## src/pscc_pkg.sv

```systemverilog
// ============================================================================
// pscc_pkg
// Shared types, sizes and codes for the Pauli set Clifford conjugation unit.
// ============================================================================
package pscc_pkg;

    // Storage sizes
    localparam int MAX_ROWS  = 256;
    localparam int MAX_WORDS = 2;
    localparam int WORD_W    = 64;

    localparam int ROW_AW   = (MAX_ROWS > 1) ? $clog2(MAX_ROWS) : 1;
    localparam int WIDX_W   = (MAX_WORDS > 1) ? $clog2(MAX_WORDS) : 1;
    localparam int ROW_BITS = MAX_WORDS * WORD_W;
    localparam int QBIT_W   = $clog2(ROW_BITS);
    localparam int RCNT_W   = $clog2(MAX_ROWS + 1);
    localparam int WCNT_W   = $clog2(MAX_WORDS + 1);

    // Field widths
    localparam int ROWS_CFG_W  = 9;
    localparam int WORDS_CFG_W = 2;
    localparam int CFG_DATA_W  = 9;
    localparam int CFG_IDX_W   = 1;
    localparam int ROW_IDX_W   = 8;
    localparam int QUBIT_W     = 7;
    localparam int PHASE_W     = 2;

    localparam int IN_TDATA_W  = 160;
    localparam int IN_TUSER_W  = 2;
    localparam int OUT_TDATA_W = 136;

    // Configuration register indexes
    localparam logic [CFG_IDX_W-1:0] CFG_ACTIVE_ROWS  = 1'b0;
    localparam logic [CFG_IDX_W-1:0] CFG_ACTIVE_WORDS = 1'b1;

    typedef enum logic [1:0] {
        ACT_WR_WORD  = 2'd0,
        ACT_WR_PHASE = 2'd1,
        ACT_GATE     = 2'd2,
        ACT_READ     = 2'd3
    } t_action;

    typedef enum logic [1:0] {
        GATE_H    = 2'd0,
        GATE_S    = 2'd1,
        GATE_SDAG = 2'd2,
        GATE_CX   = 2'd3
    } t_gate;

    typedef logic [MAX_WORDS-1:0][WORD_W-1:0] t_row;
    typedef logic [ROW_BITS-1:0]              t_flat;

    // One input word, unpacked
    typedef struct packed {
        t_action              action;
        logic [ROW_IDX_W-1:0] row_index;
        logic                 word_index;
        logic [WORD_W-1:0]    x_word_in;
        logic [WORD_W-1:0]    z_word_in;
        logic [PHASE_W-1:0]   phase_in;
        t_gate                gate_kind;
        logic [QUBIT_W-1:0]   qubit_a;
        logic [QUBIT_W-1:0]   qubit_b;
    } t_item;

    // Controller -> datapath
    typedef struct packed {
        logic              take;
        logic              do_write;
        logic              rd_item;
        logic              rd_sweep;
        logic [ROW_AW-1:0] sweep_row;
        logic              load_out;
        logic              out_read;
        logic              out_status;
    } t_cmd;

    // Datapath -> controller
    typedef struct packed {
        t_action           action;
        logic              ok;
        logic [RCNT_W-1:0] rows;
    } t_stat;

endpackage

```

## src/pscc_ctrl.sv

```systemverilog
// ============================================================================
// pscc_ctrl
// Controller: accepts words, sequences writes, reads and the row sweep of a
// gate, and owns the output valid flag.
// ============================================================================
module pscc_ctrl (
    input  logic            i_clk,
    input  logic            i_rst_n,
    input  logic            i_s_valid,
    output logic            o_s_ready,
    output logic            o_m_valid,
    input  logic            i_m_tready,
    input  pscc_pkg::t_stat i_stat,
    output pscc_pkg::t_cmd  o_cmd
);
    import pscc_pkg::*;

    typedef enum logic [2:0] {
        ST_IDLE,
        ST_EXEC,
        ST_RDWAIT,
        ST_SWEEP,
        ST_DRAIN,
        ST_POST
    } t_state;

    t_state            r_state, n_state;
    logic [RCNT_W-1:0] r_row, n_row;
    logic              r_status, n_status;
    logic              r_out_read, n_out_read;
    logic              r_out_valid, n_out_valid;
    logic              out_free;
    logic              accept;

    assign out_free  = !r_out_valid || i_m_tready;
    assign o_s_ready = (r_state == ST_IDLE);
    assign accept    = i_s_valid && o_s_ready;
    assign o_m_valid = r_out_valid;

    // Next state and commands
    always_comb begin
        n_state     = r_state;
        n_row       = r_row;
        n_status    = r_status;
        n_out_read  = r_out_read;
        n_out_valid = r_out_valid && !i_m_tready;

        o_cmd            = '0;
        o_cmd.take       = accept;
        o_cmd.sweep_row  = r_row[ROW_AW-1:0];
        o_cmd.out_read   = r_out_read;
        o_cmd.out_status = r_status;

        case (r_state)
            ST_IDLE: begin
                if (accept) begin
                    n_state = ST_EXEC;
                end
            end
            ST_EXEC: begin
                n_status   = !i_stat.ok;
                n_out_read = 1'b0;
                n_row      = '0;
                n_state    = ST_POST;
                if (i_stat.ok) begin
                    case (i_stat.action)
                        ACT_WR_WORD,
                        ACT_WR_PHASE: o_cmd.do_write = 1'b1;
                        ACT_READ: begin
                            o_cmd.rd_item = 1'b1;
                            n_out_read    = 1'b1;
                            n_state       = ST_RDWAIT;
                        end
                        ACT_GATE: begin
                            if (i_stat.rows != '0) begin
                                n_state = ST_SWEEP;
                            end
                        end
                        default: ;
                    endcase
                end
            end
            ST_RDWAIT: begin
                n_state = ST_POST;
            end
            // One row read per cycle; the datapath writes it back in the following cycle
            ST_SWEEP: begin
                o_cmd.rd_sweep = 1'b1;
                if (32'(r_row) + 1 == 32'(i_stat.rows)) begin
                    n_state = ST_DRAIN;
                end else begin
                    n_row = r_row + RCNT_W'(1);
                end
            end
            ST_DRAIN: begin
                n_state = ST_POST;
            end
            ST_POST: begin
                if (out_free) begin
                    o_cmd.load_out = 1'b1;
                    n_out_valid    = 1'b1;
                    n_state        = ST_IDLE;
                end
            end
            default: n_state = ST_IDLE;
        endcase
    end

    // State and registered outputs
    always_ff @(posedge i_clk) begin
        if (!i_rst_n) begin
            r_state     <= ST_IDLE;
            r_row       <= '0;
            r_status    <= 1'b0;
            r_out_read  <= 1'b0;
            r_out_valid <= 1'b0;
        end else begin
            r_state     <= n_state;
            r_row       <= n_row;
            r_status    <= n_status;
            r_out_read  <= n_out_read;
            r_out_valid <= n_out_valid;
        end
    end

`ifndef ASSERT_OFF
    // Sweep counter never passes the last active row
    a_sweep_bound: assert property (@(posedge i_clk) disable iff (!i_rst_n)
        r_state == ST_SWEEP |-> 32'(r_row) < 32'(i_stat.rows))
        else $error("sweep row out of range");

    // Result register is loaded only when it is free
    a_load_free: assert property (@(posedge i_clk) disable iff (!i_rst_n)
        o_cmd.load_out |-> out_free)
        else $error("result overwritten before taken");

    // An accepted word always moves to execution
    a_accept_exec: assert property (@(posedge i_clk) disable iff (!i_rst_n)
        accept |=> r_state == ST_EXEC)
        else $error("accepted word not executed");

    // Sweep read and item write never share a cycle
    a_port_excl: assert property (@(posedge i_clk) disable iff (!i_rst_n)
        o_cmd.rd_sweep |-> !o_cmd.do_write && !o_cmd.rd_item)
        else $error("store port conflict");
`endif

endmodule

```

## config.mk

```make
export PLATFORM = sky130hd
export DESIGN_NAME = pscc_ctrl
export DESIGN_NICKNAME = d
export VERILOG_FILES = /design/src/pscc_pkg.sv /design/src/pscc_ctrl.sv
export SDC_FILE = /design/constraint.sdc
export NUM_CORES = 1
export LEC_CHECK = 0
export BUFFER_PORTS_ARGS = -buffer_cell sky130_fd_sc_hd__buf_4
export CORE_AREA = 2 2 54 56
export DETAILED_ROUTE_END_ITERATION = 10
export DIE_AREA = 0 0 56 58
export PLACE_DENSITY = 0.78
export SLEW_MARGIN = 20
export SYNTH_ARGS = -nofsm -noshare
export SYNTH_HDL_FRONTEND = slang
export SYNTH_SLANG_ARGS = --single-unit
```

## constraint.sdc

```tcl
create_clock -name i_clk -period 2.71 [get_ports i_clk]
set_input_delay 0.6775 -clock i_clk [delete_from_list [all_inputs] [get_ports i_clk]]
set_output_delay 0.6775 -clock i_clk [all_outputs]
set_load 0.1 [all_outputs]
```

## Yosys cells after proc, flatten, opt, wreduce, memory -nomap -nowiden

Cells that the tools add are included.

| storage, ports and cells | value |
|---|---|
| flip-flop bits (word level) | 15 |
| bits of input ports | 16 |
| output and inout bits | 17 |
| word-level logic and storage cells | 53 |

| operators by class | value |
|---|---|
| add/subtract/negate cells | 2 |
| eq/ne operators | 13 |
| multiplexer cells | 19 |
| reductions and logical operators | 14 |

Operators by type and width:

| cell | count |
|---|---|
| case mux 9 bit (2 select lines) | 1 |
| two-way mux 3 bit | 5 |
| case mux 3 bit (5 select lines) | 1 |
| adder 9 x 1 -> 10 bit, second input constant | 1 |
| == test 10 x 9 -> 1 bit | 1 |
| adder 9 x 1 -> 9 bit, second input constant | 1 |
| two-way mux 9 bit | 1 |
| nonzero test 9 bit | 1 |
| two-way mux 1 bit | 8 |
| == test 3 x 2 -> 1 bit, second input constant | 2 |
| == test 3 bit, second input constant | 2 |
| != test 2 bit, second input constant | 3 |
| case mux 3 bit (2 select lines) | 1 |
| == test 2 bit, second input constant | 2 |
| two-way mux 2 bit | 2 |
| OR reduction 2 bit | 2 |
| == test 3 x 1 -> 1 bit, second input constant | 1 |
| logical NOT 1 bit | 3 |
| logical NOT 3 bit | 1 |
| AND reduction 3 bit | 1 |
| == test 2 x 1 -> 1 bit, second input constant | 1 |
| logical AND 1 bit | 2 |
| logical NOT 2 bit | 1 |
| != test 2 x 1 -> 1 bit, second input constant | 1 |
| other kinds (3) | 3 |

## Longest topological paths before layout

| logic depth | value |
|---|---|
| depth in word-level cells | 5 |
| depth in mapped cells | 9 |
| gate-level depth less buffers | 7 |

## Least setup slack after synthesis

Ideal clock, no wire load.

| timing path | value |
|---|---|
| path kind | register to output |
| start point | register r_state[0] |
| end point | output o_cmd[13] (netlist name) |
| arrival | 4.141 ns |
| path slack | -2.109 ns |
| cell stages (with the launch flop) | 6 |
| cell sequence | dfxtp_1 clkbuf_1 nand2b_1 clkbuf_1 buf_1 nor4b_1 |

RTL lines:

| what | line | text |
|---|---|---|
| start, declared | pscc_ctrl.sv:27 | `t_state r_state, n_state;` |
| start signal, assigned | pscc_ctrl.sv:118 | `r_state <= n_state;` |
| end, declared | pscc_ctrl.sv:14 | `output pscc_pkg::t_cmd o_cmd` |

==> flow_summary.ini <==
[timing]
finalWorstSetupSlack_ns = 0.215
finalMaxSlewViolations = 0
setup_violations = 0
fmax_ghz = 0.401
tightest_slew_ns = 0.601
hold_viol_final = 0
min_period_over_period_pct = 92.1
rsz0062_at_grt = no
finalCriticalPeriod_ns = 2.49
skew_ns = 0.00228
slew_headroom_pct = 59.9

[logic_synthesis]
synth_top_area_share_pct = 22.0
synth_area_leaders = dfxtp_1 22%, buf_4 8.3%, nand3_1 6.2%
synth-edff-count = 0
syn-num-nets = 197
yosysSeqAreaShare_pct = 22.0
synth_seq_cells = 15
synth_top_flop_cell = dfxtp_1
synthArstFlopShare_pct = 0
avgSynthCellArea_um2 = 7.57
synth_cells = 180
yosys.area.top_type = dfxtp_1
yosysMostFrequentCell = nand3_1
synth.distinct_cells = 44
netlist_area_um2 = 1360
yosysWarnings = 0
synthTopCellsByCount = 17 x nand3_1, 15 x buf_4, 15 x dfxtp_1

[cts]
cts-root-buf = clkbuf_4
htreeDepth = 1
post_cts_resized = 0
clk_latency_ns = 0.29
clock_path_buffers = 2
cts_sinks = 15
cts_setup_buffers = 0
clk_pin_slew_ns = 0.10
cts_hold_buf = 0
cts_tree = built
cts_buffers = 3

[layout]
antennaDiodeCount = 0
synthToLayoutAreaGrowth_pct = 14.9
final_area_um2 = 1570
fin_nets = 212
final_layout_size_suffix_gt1_share_pct = 26.3

[die]
die_h_um = 58
initial_core_util_pct = 51.2
dieArea_um2 = 3250
design.core.area_um2 = 2660
rows = 19
io_pins = 33
dieWidth_um = 56

[worst_setup_path]
cp.required_ns = 2.03
path_class = reg2out
crit_fanout = 10
cp_data_arrival_time_ns = 1.82
critPathLaunchType = flip-flop
end_kind = output port

[power]
ir_worst_vdd_mv = 0.255
p_total_uw = 577
seqPwrFrac_pct = 41.7
powerDensity_nw_per_um2 = 369
switching_share_pct = 40.3
p_clk_share_pct = 24.5
comb_power_share_pct = 33.7
p_leak_nw = 0.645
p_int_uw = 344
p_switching_uw = 233

[placement]
place.gp.congestion = 0.876
pre_cts_slack_ns = 0.298
port_buffers = 32
placed_area_um2 = 1540
dp_hpwl_mm = 2.50

[global_routing]
overflow = 0
grt_max_degree = 35
grt_use_total_pct = 23.0
antenna_found_initial = 0
grt_pass1_vias = 1311
grt_pass1_wl_mm = 5.93

[route]
finalWirelength_mm = 3.59
avgViaCountPerCell = 6.28
drc_errors = 0
ant_nets = 0
firstDrtPassIters = 4
avgRoutedWirePerCell_um = 15.9
drtIter0Drc = 36
dr_total_vias = 1412

[run]
cap_violations = 0

[run_status]
status = completed

[worst_hold_path]
hold_path_class = reg2reg
-- power by group through the flow --
stage | sequential [mW] | clock (mW) | combinational [mW]
after CTS | 0.241 | 0.142 | 0.194
final | 0.241 | 0.141 | 0.195
after floorplan | 0.240 | 0 | 0.150
after global placement | 0.245 | 0 | 0.191
after detailed placement | 0.246 | 0 | 0.194
after global routing | 0.243 | 0.151 | 0.207
-- registers in the layout (all words and copies together), names as in the netlist --
register	cells
o_m_valid	1
r_out_read	1
r_row	9
r_state	3
r_status	1
-- critical path: stages (launching register included) --
cell and delay, ns:
dfxtp_1 0.52, nand2b_1 0.22, nor2_1 0.24, and4_1 0.25, buf_4 0.30
-- final cells by class --
type,instances,area [um^2]
Clock buffer,4,26.3
Tap cell,31,38.8
Multi-Input combinational cell,135,907
Fill cell,261,1100
Inverter,2,7.51
Sequential cell,15,300
Timing Repair Buffer,38,285
-- path summary, 6_finish.rpt --
kind / slack [ns] / from / depth (start not counted) / end
hold reg to reg: 0.55 / r_status$_SDFFE_PN0P_ / 1 / r_status$_SDFFE_PN0P_
setup reg to reg: 0.27 / r_row[1]$_SDFFE_PN0P_ / 7 / r_row[1]$_SDFFE_PN0P_
hold / removal: 0.55 / r_status$_SDFFE_PN0P_ / 1 / r_status$_SDFFE_PN0P_
setup / recovery: 0.22 / r_state[0]$_SDFFE_PN0P_ / 4 / o_cmd[12]
-- cells in the final DEF, fill, tap and decap left out, types with 2 or more instances in the layout --
cell type | Yosys | final
o211ai_1 | 10 | 10
and3_1 | 10 | 10
nand4_1 | 3 | 3
dfxtp_1 | 15 | 15
nand4b_1 | 3 | 3
nor2_1 | 7 | 5
clkbuf_4 | 0 | 3
nand2_1 | 13 | 13
xnor2_1 | 6 | 6
a32oi_1 | 6 | 6
o22ai_1 | 3 | 3
nand3_1 | 17 | 17
buf_4 | 15 | 38
nor3_1 | 5 | 4
and2_1 | 2 | 2
a21oi_1 | 6 | 6
a31oi_1 | 3 | 3
nor4_1 | 4 | 4
xor2_1 | 5 | 5
or2_1 | 3 | 3
nor3b_1 | 2 | 2
nor2_2 | 0 | 2
o211a_1 | 2 | 2
nor2b_1 | 8 | 8
and4_4 | 2 | 2
-- per-layer routing --
layer | share of wire, % | vias to the layer above | global-route usage, %
met2 | 48 | 61 | 38.0
met4 | 1.8 | 0 | 10.5
li1 | - | 683 | -
met1 | 43 | 658 | 29.0
met5 | 0 | - | 0
met3 | 6.9 | 10 | 4.69
-- kinds of logic (layout without fill, tap and decap cells) --
kind of cell / Yosys count / count (layout) / share of synthesized area (%)
compound gates: 36 / 36 / 19.0
xor+xnor: 11 / 11 / 7.07
fa+ha+maj: 1 / 1 / 0.918
buf+inv: 30 / 44 / 13.2
flops: 15 / 15 / 22.0
simple gates: 87 / 87 / 37.7
-- per-stage QoR --
stage / util (%) / instances / hold slack [ns] / setup TNS [ns]
after floorplan: - / 180 / 0.473 / -0.446
after CTS: 58.8 / 225 / 0.563 / 0
after global routing: 58.8 / 225 / 0.568 / 0
after global placement: 57.8 / 221 / 0.488 / 0
final: 58.8 / 225 / 0.547 / 0
after detailed placement: 57.8 / 221 / 0.537 / 0
Power figures use the tool's default switching activity.
